**config.mk**
```make
export PLATFORM = sky130hd
export DESIGN_NAME = button_press_classifier_queue
export DESIGN_NICKNAME = d
export VERILOG_FILES = /design/src/design/bpcq_pkg.sv /design/src/design/button_press_classifier_queue.sv
export VERILOG_INCLUDE_DIRS = /design/src /design/src/design
export SDC_FILE = /design/constraint.sdc
export NUM_CORES = 1
export LEC_CHECK = 0
export BUFFER_PORTS_ARGS = -buffer_cell sky130_fd_sc_hd__clkbuf_2
export CELL_PAD_IN_SITES_DETAIL_PLACEMENT = 0
export CELL_PAD_IN_SITES_GLOBAL_PLACEMENT = 1
export CORE_ASPECT_RATIO = 0.6
export CORE_MARGIN = 1.5
export CORE_UTILIZATION = 50
export DETAILED_ROUTE_END_ITERATION = 6
export PLACE_DENSITY_LB_ADDON = 0.2
export SKIP_LAST_GASP = 1
export SYNTH_ARGS = -nofsm -noshare
export SYNTH_HDL_FRONTEND = slang
export SYNTH_SLANG_ARGS = --single-unit
```
**constraint.sdc**
```tcl
create_clock -name clk -period 11.1 [get_ports clk]
set_input_delay 2.22 -clock clk [delete_from_list [all_inputs] [get_ports clk]]
set_output_delay 2.22 -clock clk [all_outputs]
set_load 0.01 [all_outputs]
```
**src/design/button_press_classifier_queue_macros.svh**
```systemverilog
// assertion helpers for the button press classifier queue
`ifndef BUTTON_PRESS_CLASSIFIER_QUEUE_MACROS_SVH
`define BUTTON_PRESS_CLASSIFIER_QUEUE_MACROS_SVH

// same-cycle implication, checked out of reset
`define BPCQ_ASSERT_IMP(label, ante, cons, msg) \
    label: assert property (@(posedge clk) disable iff (!rst_n) (ante) |-> (cons)) \
        else $error(msg);

// next-cycle implication, checked out of reset
`define BPCQ_ASSERT_NXT(label, ante, cons, msg) \
    label: assert property (@(posedge clk) disable iff (!rst_n) (ante) |=> (cons)) \
        else $error(msg);

`endif

```
**src/design/bpcq_pkg.sv**
```systemverilog
package bpcq_pkg;

    localparam int TIME_W    = 32;
    localparam int LIMIT_W   = 16;
    localparam int EV_W      = 2;
    localparam int CFG_IDX_W = 2;

    // event codes held in the ring and returned by a pop
    typedef enum logic [EV_W-1:0] {
        EV_NONE  = 2'd0,
        EV_SHORT = 2'd1,
        EV_LONG  = 2'd2
    } event_t;

    // configuration register map
    typedef enum logic [CFG_IDX_W-1:0] {
        CFG_ACTIVE_LOW  = 2'd0,
        CFG_LONG_LIMIT  = 2'd1,
        CFG_SHORT_LIMIT = 2'd2,
        CFG_MIN_PRESS   = 2'd3
    } cfg_idx_t;

    // item kinds
    localparam logic ACT_POLL = 1'b0;
    localparam logic ACT_POP  = 1'b1;

endpackage

```
**src/design/button_press_classifier_queue.sv**
```systemverilog
// button press classifier with event queue
//
// item channel (item_valid / item_stall): each word is a poll (action 0) carrying the
// raw pin level and a millisecond timestamp, or a pop (action 1). a poll tracks the
// press and may push a short or long event into the ring; it returns no word.
// a pop returns one word on the result channel (res_valid / res_stall): the oldest
// event, or none when the ring is empty.
// config channel (cfg_valid / cfg_ready, always ready) writes polarity and the three
// time limits; write only while no pop result is outstanding.
// a pop result passes through the ring read register, then the result buffer, before
// it can be taken. throughput: one item per cycle while item_stall is low, set by the
// single ring port pair (one write per poll, one registered read per pop).
// item_stall comes only from registers: it rises when the three-word result buffer
// plus the read in flight would fill, so up to two results may wait on a stalled
// receiver while items keep flowing.
// reset: press tracking and ring pointers clear, config returns to its defaults
// (active low, 800 / 300 / 30 ms); ring contents are not cleared.
module button_press_classifier_queue #(
    parameter int QUEUE_DEPTH = 8
) (
    input  logic                              clk,
    input  logic                              rst_n,
    // item channel
    input  logic                              item_valid,
    output logic                              item_stall,
    input  logic                              action,
    input  logic                              pin_level,
    input  logic [bpcq_pkg::TIME_W-1:0]       now_ms,
    // result channel
    output logic                              res_valid,
    input  logic                              res_stall,
    output logic [bpcq_pkg::EV_W-1:0]         event_res,
    // config channel
    input  logic                              cfg_valid,
    output logic                              cfg_ready,
    input  logic [bpcq_pkg::CFG_IDX_W-1:0]    cfg_index,
    input  logic [bpcq_pkg::LIMIT_W-1:0]      cfg_data
);

    localparam int PTR_W = (QUEUE_DEPTH > 1) ? $clog2(QUEUE_DEPTH) : 1;
    localparam logic [PTR_W-1:0] PTR_LAST = PTR_W'(QUEUE_DEPTH - 1);
    localparam logic [PTR_W-1:0] PTR_ONE  = PTR_W'(1);
    localparam int BUF_DEPTH = 3;

    // configuration registers
    logic                             active_low_reg;
    logic [bpcq_pkg::LIMIT_W-1:0]     long_limit_reg;
    logic [bpcq_pkg::LIMIT_W-1:0]     short_limit_reg;
    logic [bpcq_pkg::LIMIT_W-1:0]     min_press_reg;

    // press tracking
    logic                             pressed_reg, pressed_next;
    logic                             long_given_reg, long_given_next;
    logic [bpcq_pkg::TIME_W-1:0]      start_reg, start_next;

    // ring pointers and storage
    logic [PTR_W-1:0]                 wr_ptr_reg, wr_ptr_next;
    logic [PTR_W-1:0]                 rd_ptr_reg, rd_ptr_next;
    logic [bpcq_pkg::EV_W-1:0]        ring_mem [QUEUE_DEPTH];
    logic [bpcq_pkg::EV_W-1:0]        rdata_reg;

    // read stage
    logic                             s1_valid_reg;
    logic                             s1_none_reg;
    logic [bpcq_pkg::EV_W-1:0]        s1_event;

    // result buffer, head in slot 0
    logic [bpcq_pkg::EV_W-1:0]        fq_reg [BUF_DEPTH];
    logic [bpcq_pkg::EV_W-1:0]        fq_next [BUF_DEPTH];
    logic [1:0]                       cnt_reg, cnt_next;
    logic [1:0]                       wr_idx;
    logic [2:0]                       in_flight;

    // per item decode
    logic                             item_acc;
    logic                             poll_acc;
    logic                             pop_acc;
    logic                             res_deq;
    logic                             down;
    logic [bpcq_pkg::TIME_W-1:0]      held;
    logic                             long_hit;
    logic                             short_hit;
    logic                             push_req;
    logic                             push_en;
    logic [bpcq_pkg::EV_W-1:0]        push_ev;
    logic [PTR_W-1:0]                 wr_ptr_inc;
    logic [PTR_W-1:0]                 rd_ptr_inc;
    logic                             ring_empty;
    logic                             ring_full;

    assign cfg_ready = 1'b1;

    // handshakes
    assign in_flight  = {1'b0, cnt_reg} + {2'b00, s1_valid_reg};
    assign item_stall = (in_flight >= 3'(BUF_DEPTH));
    assign item_acc   = item_valid && !item_stall;
    assign poll_acc   = item_acc && (action == bpcq_pkg::ACT_POLL);
    assign pop_acc    = item_acc && (action == bpcq_pkg::ACT_POP);
    assign res_valid  = (cnt_reg != 2'd0);
    assign res_deq    = res_valid && !res_stall;
    assign event_res  = fq_reg[0];

    // ring pointer arithmetic, wraps at any depth
    assign wr_ptr_inc = (wr_ptr_reg == PTR_LAST) ? '0 : wr_ptr_reg + PTR_ONE;
    assign rd_ptr_inc = (rd_ptr_reg == PTR_LAST) ? '0 : rd_ptr_reg + PTR_ONE;
    assign ring_empty = (rd_ptr_reg == wr_ptr_reg);
    assign ring_full  = (wr_ptr_inc == rd_ptr_reg);

    // press classification: hold time wraps modulo 2^32
    assign down      = active_low_reg ? !pin_level : pin_level;
    assign held      = now_ms - start_reg;
    assign long_hit  = held > {{(bpcq_pkg::TIME_W-bpcq_pkg::LIMIT_W){1'b0}}, long_limit_reg};
    assign short_hit = (held > {{(bpcq_pkg::TIME_W-bpcq_pkg::LIMIT_W){1'b0}}, min_press_reg})
                    && (held < {{(bpcq_pkg::TIME_W-bpcq_pkg::LIMIT_W){1'b0}}, short_limit_reg});

    always_comb
    begin
        pressed_next    = pressed_reg;
        long_given_next = long_given_reg;
        start_next      = start_reg;
        push_req        = 1'b0;
        push_ev         = bpcq_pkg::EV_NONE;
        if (poll_acc)
        begin
            if (!pressed_reg)
            begin
                if (down)
                begin
                    pressed_next    = 1'b1;
                    long_given_next = 1'b0;
                    start_next      = now_ms;
                end
            end
            else if (down)
            begin
                if (!long_given_reg && long_hit)
                begin
                    long_given_next = 1'b1;
                    push_req        = 1'b1;
                    push_ev         = bpcq_pkg::EV_LONG;
                end
            end
            else
            begin
                // release
                if (!long_given_reg && short_hit)
                begin
                    push_req = 1'b1;
                    push_ev  = bpcq_pkg::EV_SHORT;
                end
                pressed_next    = 1'b0;
                long_given_next = 1'b0;
            end
        end
    end

    // a push into a full ring is dropped
    assign push_en     = push_req && !ring_full;
    assign wr_ptr_next = push_en ? wr_ptr_inc : wr_ptr_reg;
    assign rd_ptr_next = (pop_acc && !ring_empty) ? rd_ptr_inc : rd_ptr_reg;

    // ring memory: one write port, one registered read port
    always_ff @(posedge clk)
    begin
        if (push_en)
        begin
            ring_mem[wr_ptr_reg] <= push_ev;
        end
        if (pop_acc)
        begin
            rdata_reg <= ring_mem[rd_ptr_reg];
        end
    end

    assign s1_event = s1_none_reg ? bpcq_pkg::EV_NONE : rdata_reg;

    // result buffer: shift on dequeue, fill behind the last word
    assign wr_idx   = cnt_reg - {1'b0, res_deq};
    assign cnt_next = cnt_reg + {1'b0, s1_valid_reg} - {1'b0, res_deq};

    always_comb
    begin
        for (int i = 0; i < BUF_DEPTH; i++)
        begin
            fq_next[i] = fq_reg[i];
        end
        if (res_deq)
        begin
            for (int i = 0; i < BUF_DEPTH - 1; i++)
            begin
                fq_next[i] = fq_reg[i+1];
            end
        end
        for (int i = 0; i < BUF_DEPTH; i++)
        begin
            if (s1_valid_reg && (wr_idx == 2'(i)))
            begin
                fq_next[i] = s1_event;
            end
        end
    end

    always_ff @(posedge clk)
    begin
        for (int i = 0; i < BUF_DEPTH; i++)
        begin
            fq_reg[i] <= fq_next[i];
        end
        if (pop_acc)
        begin
            s1_none_reg <= ring_empty;
        end
    end

    // control state and configuration
    always_ff @(posedge clk or negedge rst_n)
    begin
        if (!rst_n)
        begin
            active_low_reg  <= 1'b1;
            long_limit_reg  <= 16'd800;
            short_limit_reg <= 16'd300;
            min_press_reg   <= 16'd30;
            pressed_reg     <= 1'b0;
            long_given_reg  <= 1'b0;
            start_reg       <= '0;
            wr_ptr_reg      <= '0;
            rd_ptr_reg      <= '0;
            s1_valid_reg    <= 1'b0;
            cnt_reg         <= 2'd0;
        end
        else
        begin
            if (cfg_valid && cfg_ready)
            begin
                case (bpcq_pkg::cfg_idx_t'(cfg_index))
                    bpcq_pkg::CFG_ACTIVE_LOW:  active_low_reg  <= cfg_data[0];
                    bpcq_pkg::CFG_LONG_LIMIT:  long_limit_reg  <= cfg_data;
                    bpcq_pkg::CFG_SHORT_LIMIT: short_limit_reg <= cfg_data;
                    bpcq_pkg::CFG_MIN_PRESS:   min_press_reg   <= cfg_data;
                    default: ;
                endcase
            end
            pressed_reg    <= pressed_next;
            long_given_reg <= long_given_next;
            start_reg      <= start_next;
            wr_ptr_reg     <= wr_ptr_next;
            rd_ptr_reg     <= rd_ptr_next;
            s1_valid_reg   <= pop_acc;
            cnt_reg        <= cnt_next;
        end
    end

    `include "button_press_classifier_queue_macros.svh"

    `BPCQ_ASSERT_IMP(a_buf_room, s1_valid_reg, (cnt_reg != 2'd3) || res_deq, "buffer overflow")
    `BPCQ_ASSERT_NXT(a_push_fills, push_en, wr_ptr_reg != rd_ptr_reg, "push left ring empty")
    `BPCQ_ASSERT_NXT(a_empty_pop, pop_acc && ring_empty, s1_valid_reg && s1_none_reg, "bad none")
    `BPCQ_ASSERT_IMP(a_long_pressed, long_given_reg, pressed_reg, "long event without press")

endmodule

```
==> results of run 1 <==
[critical path, stage by stage]
cell and delay (ps):
clkbuf_2 100, ha_1 380, a21oi_1 300, nand2_1 120, a221oi_2 490, and2_1 260, o21ai_0 230, nand3_1 180
nand2_1 70, xor2_1 290, ha_1 310, and4_1 180, nand2_1 70, nor2_1 60, a2111oi_0 410, o211ai_1 160
a31oi_1 170, o41ai_1 140, nor4_1 350, a22oi_2 250, nor4b_1 560
[routing by layer]
layer | GRT usage | up-vias | part of all wire
li1 | - | 3160 | -
met1 | 0.406 | 3096 | 0.56
met2 | 0.359 | 151 | 0.39
met3 | 0.0426 | 20 | 0.044
met4 | 0.0585 | 0 | 0.0081
met5 | 0 | - | 0
[layout by cell type (no fill, tap or decap), types with 3 or more instances in the layout]
| cell type | synthesis | layout |
|---|---|---|
| xnor2_1 | 15 | 15 |
| and3_1 | 7 | 7 |
| nand2_1 | 67 | 67 |
| nor2_1 | 34 | 33 |
| o21a_1 | 14 | 14 |
| ha_1 | 87 | 87 |
| dfstp_2 | 12 | 12 |
| a21oi_1 | 45 | 45 |
| nor2b_1 | 11 | 11 |
| or4_1 | 6 | 6 |
| nand4_1 | 12 | 12 |
| nor4_1 | 7 | 6 |
| o21ai_1 | 4 | 4 |
| bufinv_16 | 0 | 3 |
| edfxtp_1 | 25 | 25 |
| nand3_1 | 17 | 17 |
| clkinv_4 | 0 | 3 |
| or3_1 | 6 | 6 |
| a21oi_2 | 5 | 5 |
| buf_4 | 4 | 3 |
| inv_1 | 87 | 87 |
| nor3_1 | 16 | 16 |
| mux4_2 | 4 | 4 |
| and2_1 | 6 | 6 |
| a211o_1 | 4 | 4 |
| a31oi_1 | 5 | 5 |
| o211ai_1 | 9 | 9 |
| xor2_1 | 10 | 10 |
| clkbuf_2 | 0 | 59 |
| nand3b_1 | 4 | 4 |
| nand2b_1 | 8 | 8 |
| mux2_2 | 61 | 61 |
| a211oi_1 | 7 | 7 |
| dfrtp_1 | 80 | 80 |
| clkbuf_16 | 0 | 17 |
| and4_1 | 6 | 6 |
| inv_6 | 0 | 4 |
| o211a_1 | 3 | 3 |
| o21ai_0 | 51 | 51 |
| a21o_1 | 23 | 23 |
[cells by family (layout without fill, tap and decap cells)]
| family | Yosys count | in the layout | share of synthesized area |
|---|---|---|---|
| compound gates | 200 | 200 | 0.161 |
| xor+xnor | 25 | 25 | 0.0264 |
| fa+ha+maj | 88 | 88 | 0.134 |
| buf+inv | 121 | 181 | 0.0623 |
| flops | 117 | 117 | 0.371 |
| mux | 69 | 69 | 0.0999 |
| other cells | 1 | 1 | 0.000453 |
| simple gates | 226 | 226 | 0.146 |
[final timing paths]
kind / endpoint / slack (ps) / depth (start not counted)
min in group asynchronous: short_limit_reg[11] / 1730 / 1
max in group asynchronous: start_reg[1] / 8220 / 2
hold / removal: long_limit_reg[1] / 510 / 1
hold reg to reg: long_limit_reg[1] / 510 / 1
setup reg to reg: ring_mem[5][0] / 5430 / 21
setup / recovery: ring_mem[5][0] / 3880 / 21
[power by group through the flow]
stage | registers (mW) | logic [mW] | clock network, mW
floorplan | 0.616 | 1.25 | 0
global placement | 0.649 | 1.60 | 0
detailed placement | 0.655 | 1.64 | 0
CTS | 0.648 | 1.66 | 0.600
global route | 0.665 | 1.86 | 0.615
finish | 0.649 | 1.67 | 0.590
[layout make-up]
| cell class | instances | area (sq um) | share of cell area |
|---|---|---|---|
| clock buffers | 17 | 425 | 0.0457 |
| well taps | 209 | 262 | 0.0281 |
| repair buffers | 62 | 318 | 0.0342 |
| clock inverters | 15 | 194 | 0.0208 |
| inverters | 87 | 327 | 0.0351 |
| flip-flops and latches | 117 | 3070 | 0.330 |
| multi-input cells | 609 | 4710 | 0.506 |
[per-stage QoR]
stage	util	area [sq um]	setup slack (ps)	instances	hold WS (ps)
2_1_floorplan	-	8280	4510	847	466
3_3_place_gp	0.535	8680	3840	1084	490
3_5_place_dp	0.535	8680	3630	1084	495
4_1_cts	0.573	9300	4030	1116	509
5_1_grt	0.574	9300	3390	1116	528
6_report	0.574	9300	3880	1116	508
==> reports/qor.txt, run 1 <==
Initial core utilization -> 0.511
Remaining DRCs -> 0
RSZ-0062 raised after global routing -> no
Worst Hold Class -> register to register
Gpl congestion -> 0.911
Min cycle time layout -> 7220 ps
Clock power share -> 0.203
Post-synthesis sequential area ratio -> 0.371
Post-synth net total -> 992
Status -> completed
Combinational cell fraction of total power -> 0.575
RR Startpoint -> start_reg[9]
GRT overflow -> 0
Hold buffers post-CTS -> 0
CTS tree -> built
Vias per inst -> 5.76
Post-synth EDFFs -> 25
F_max -> 0.138 GHz
Fillers -> 1409
Area share of the largest cell type after synthesis -> 0.242
TritonCTS Buffers -> 17
Total power -> 2.91 mW
Largest net degree at the start of global routing -> 62
CP endpoint kind -> register
Yosys warnings -> 0
Slew @ Worst Pin -> 1030 ps
Final hold vios -> 0
Initial DRC Count -> 449
Post-synthesis register bit count -> 117
Clock root buffer -> clkbuf_16
Die Area -> 0.0174 sq mm
Switching power of the nets -> 1.30 mW
Total Wirelength -> 21100 um
Fin. max-slew vios -> 0
H-tree depth -> 4
Ys async rst share -> 0.786
Core area -> 0.0162 sq mm
Setup TNS -> 0 ps
Worst clock skew -> 11.0 ps
Hpwl dp -> 16700 um
Number of global-route vias before repair -> 6254
Initial antenna violation count -> 0
Final ANT Viol Nets -> 0
Relative slew slack -> 0.314
Worst path required time -> 11160 ps
Die width -> 169 um
Arrival @ worst endpoint -> 7280 ps
Area Growth Syn to Fin -> 12.4%
Ant. Diodes -> 0
IO Port Bufs -> 60
Latest clock arrival within the worst-skew pair -> 430 ps
Area contributors post-synth -> dfrtp_1 (24%), ha_1 (13%), edfxtp_1 (9.1%)
Int Pwr -> 1.61 mW
Gr usage total -> 0.256
Max clock buf depth -> 2
Crit Path Class -> input port to register
Pwr Density -> 313 mW/mm^2
Final period utilization -> 0.651
Synth cell types -> 83
Sink Count -> 117
Largest register FFs -> 32
Drt pass-1 iters -> 5
Post_cts resized -> 0
Synthesized cell area -> 0.00828 sq mm
Critical path launch point type -> input port
Peak supply drop -> 0.114 mV
Seq pwr share -> 0.223
Final net count -> 1039
Hold wc startpoint -> long_limit_reg[1]
Setup Buffers After CTS -> 0
Main synth FF type -> dfrtp_1
Mapped Cells -> 847
Wire per inst -> 18.9 um
Avg Synthesized Cell Area -> 9.77 sq um
Area leader, netlist -> dfrtp_1
First-pass GRT wire length -> 33900 um
Final setup fails -> 0
Die height -> 103 um
Via count -> 6427
Worst Setup SP -> now_ms[9]
Num rows -> 36
Share of post-route cells with drive strength above 1 -> 0.217
Leak -> 4.22 nW
Synth top cells by count -> ha_1 (87), inv_1 (87), dfrtp_1 (80), nand2_1 (67), mux2_2 (61)
Switching share of total power -> 0.448
CP Max Fanout -> 11
Clock slew at reported path FFs -> 60 ps
Max_cap viols -> 0
I/O pin count -> 62
Power figures use the tool's default switching activity.
==> run 2, diff against run 1 <==
--- a/config.mk
+++ b/config.mk
@@ -6,12 +6,13 @@
 export SDC_FILE = /design/constraint.sdc
 export NUM_CORES = 1
 export LEC_CHECK = 0
+export ABC_AREA = 1
 export BUFFER_PORTS_ARGS = -buffer_cell sky130_fd_sc_hd__clkbuf_2
 export CELL_PAD_IN_SITES_DETAIL_PLACEMENT = 0
 export CELL_PAD_IN_SITES_GLOBAL_PLACEMENT = 1
 export CORE_ASPECT_RATIO = 0.6
 export CORE_MARGIN = 1.5
-export CORE_UTILIZATION = 50
+export CORE_UTILIZATION = 45
 export DETAILED_ROUTE_END_ITERATION = 6
 export PLACE_DENSITY_LB_ADDON = 0.2
 export SKIP_LAST_GASP = 1
==> constraint.sdc (replaced) <==
create_clock -name clk -period 7.1 [get_ports clk]
set_input_delay 1.42 -clock clk [delete_from_list [all_inputs] [get_ports clk]]
set_output_delay 1.42 -clock clk [all_outputs]
set_load 0.01 [all_outputs]
==> reports/qor.txt, run 2 <==
Most frequent cell on the critical path -> nand3_1
Post-synthesis sequential area ratio -> 0.355
Synth cell types -> 39
CP Max Fanout -> 6
Post_cts resized -> 0
Int Pwr -> 2.25 mW
Ys async rst share -> 0.786
Total Wirelength -> 21800 um
Xor/xnor share of the synthesized area -> 0.0243
Latest clock arrival within the worst-skew pair -> 430 ps
Slowest CP cell -> fa_1
Pwr Density -> 436 mW/mm^2
Fillers -> 1852
Die height -> 110 um
Final period utilization -> 0.685
Setup Buffers After CTS -> 0
Number of global-route vias before repair -> 6802
Avg Synthesized Cell Area -> 7.02 sq um
Switching power of the nets -> 1.98 mW
Mapped Cells -> 1229
Main synth FF type -> dfrtp_1
Inst Count DP -> 1511
Gpl congestion -> 0.857
CTS tree -> built
WP depth -> 22
Num rows -> 38
Worst clock skew -> 7.59 ps
Initial DRC Count -> 543
Switching share of total power -> 0.468
Largest family of logic cells by synthesized area -> simple AND/OR/NAND/NOR gates
GRT overflow -> 0
Vias per inst -> 4.83
TritonCTS Buffers -> 17
Clock root buffer -> clkbuf_16
CP endpoint kind -> register
Largest net degree at the start of global routing -> 74
Via count -> 7445
Peak supply drop -> 0.209 mV
Share of post-route cells with drive strength above 1 -> 0.113
Fraction of the mapped netlist area in simple logic gates -> 0.277
Fin. max-slew vios -> 0
Area share of the largest cell type after synthesis -> 0.232
Gr usage total -> 0.232
Synthesized cell area -> 0.00863 sq mm
Crit Path Class -> input port to register
Die width -> 182 um
F_max -> 0.205 GHz
Synth top cells by count -> nand2_1 (349), inv_1 (255), nor2_1 (118), ha_1 (87), dfrtp_1 (80)
Hold buffers post-CTS -> 0
Post-synth net total -> 1374
Remaining DRCs -> 0
Most frequent cell after synthesis -> nand2_1
Hpwl dp -> 17500 um
Initial core utilization -> 0.469
Mux share of post-synthesis cell area -> 0.00130
I/O pin count -> 62
Worst Hold Class -> register to register
Area leader, netlist -> dfrtp_1
Max_cap viols -> 0
Commonest non-fill, non-tap cell in the layout -> nand2_1
Relative slew slack -> 0.206
Status -> completed
CP peak stage delay -> 400 ps
Final hold vios -> 0
Max clock buf depth -> 2
Synth Area in Compound Gates -> 0.0896
Post-synthesis adder-cell area fraction -> 0.128
Largest register FFs -> 32
Worst Path Buf+Inv -> 4
Final instance area -> 0.00972 sq mm
Sink Count -> 117
H-tree depth -> 4
Slew @ Worst Pin -> 1190 ps
Drt pass-1 iters -> 5
Setup TNS -> 0 ps
IO Port Bufs -> 60
Most frequent cells in the layout -> nand2_1 (348), inv_1 (255), nor2_1 (118)
Critical path launch point type -> input port
Clock slew at reported path FFs -> 50 ps
Final setup fails -> 0
Final Non-Filler Cells -> 1543
Hold path depth -> 2
Clock power share -> 0.195
Combinational cell fraction of total power -> 0.573
Min cycle time layout -> 4870 ps
Die Area -> 0.0201 sq mm
Final net count -> 1435
Post-synth EDFFs -> 25
Crit path cell chain -> clkbuf_2 -> inv_1 -> ha_1 -> fa_1 -> inv_1 -> nand3_1 -> nand3_1 -> nand3_1 -> nand3_1 -> xor2_1 -> ha_1 -> nand4_1 -> nor2_1 -> nand4_1 -> nand3_1 -> nor3_1 -> nand2_1 -> inv_1 -> nand4_2 -> nand2_4 -> nand3_2 -> nor2_1
Wire per inst -> 14.1 um
Yosys warnings -> 0
Worst r2r path cells -> 20
Final ANT Viol Nets -> 0
Core area -> 0.0184 sq mm
Initial antenna violation count -> 0
First-pass GRT wire length -> 35500 um
Arrival @ worst endpoint -> 4980 ps
Placed inst area -> 0.00917 sq mm
Area contributors post-synth -> dfrtp_1 (23%), nand2_1 (15%), ha_1 (13%)
Seq pwr share -> 0.231
RSZ-0062 raised after global routing -> no
Leak -> 5.48 nW
Worst path required time -> 7220 ps
CP delay by family, top -> simple AND/OR/NAND/NOR gates
Area Growth Syn to Fin -> 12.6%
Ant. Diodes -> 0
Post-synthesis register bit count -> 117
[run 2: cell count changes after synthesis, moves of 13 or more]
cell | previous run | this run
a21o_1 | 23 | 1
a21oi_1 | 45 | 69
inv_1 | 87 | 255
mux2_2 | 61 | 1
nand2_1 | 67 | 349
nand2_2 | 1 | 18
nand3_1 | 17 | 38
nor2_1 | 34 | 118
o21a_1 | 14 | 1
o21ai_0 | 51 | 68
[run 2: worst register-to-register path, cell delays in order, from the launching register on]
cell and delay (ps):
dfrtp_1 380, ha_1 210, fa_1 400, inv_1 110, nand3_1 70, nand3_1 150, nand3_1 110, nand3_1 180
xor2_1 400, ha_1 310, nand4_1 140, nor2_1 110, nand4_1 180, nand3_1 100, nor3_1 200, nand2_1 70
inv_1 70, nand4_2 140, nand2_4 140, nand3_2 110, nor2_1 210
[run 2: layout make-up]
class / count / area [sq um] / share of cell area
multi-input cells: 831 / 4500 / 0.463
repair buffers: 62 / 318 / 0.0327
clock inverters: 9 / 105 / 0.0108
clock buffers: 23 / 448 / 0.0461
well taps: 240 / 300 / 0.0309
flip-flops and latches: 117 / 3070 / 0.316
inverters: 261 / 980 / 0.101
[run 2: worst paths after layout]
kind | start | to | slack, ps
max in group asynchronous | rst_n | wr_ptr_reg[2] | 4960
hold reg to reg | short_limit_reg[6] | short_limit_reg[6] | 480
min in group asynchronous | rst_n | start_reg[23] | 870
setup / recovery | now_ms[0] | ring_mem[6][0] | 2230
setup reg to reg | start_reg[0] | ring_mem[6][0] | 2990
hold / removal | short_limit_reg[6] | short_limit_reg[6] | 480
[run 2: stage by stage]
stage	utilization	hold slack, ps	setup slack, ps	total power [mW]
final	0.528	485	2230	4.24
after CTS	0.528	487	2260	4.24
after floorplan	-	453	2730	2.75
after global placement	0.498	468	1920	3.34
after detailed placement	0.498	472	1820	3.38
after global routing	0.528	513	1960	4.65
[run 2: per-layer routing]
layer / track usage / wire (um) / up-vias
met5: 0 / 0 / -
li1: - / - / 3927
met1: 0.370 / 12400 / 3349
met2: 0.315 / 8020 / 152
met4: 0.0583 / 201 / 0
met3: 0.0420 / 1140 / 17
[run 2: power groups by stage]
stage | sequential (mW) | combinational, mW | clock [mW]
2_1_floorplan | 0.952 | 1.79 | 0
3_3_place_gp | 0.985 | 2.36 | 0
3_5_place_dp | 0.990 | 2.39 | 0
4_1_cts | 0.981 | 2.41 | 0.843
5_1_grt | 1.00 | 2.78 | 0.873
6_report | 0.980 | 2.43 | 0.827
[run 2: kinds of logic (layout without fill, tap and decap cells)]
logic type,after synthesis,in the layout
other cells,1,1
mux,1,1
buf+inv,281,355
compound gates,149,149
fa+ha+maj,88,88
simple gates,568,568
xor+xnor,24,24
flops,117,117
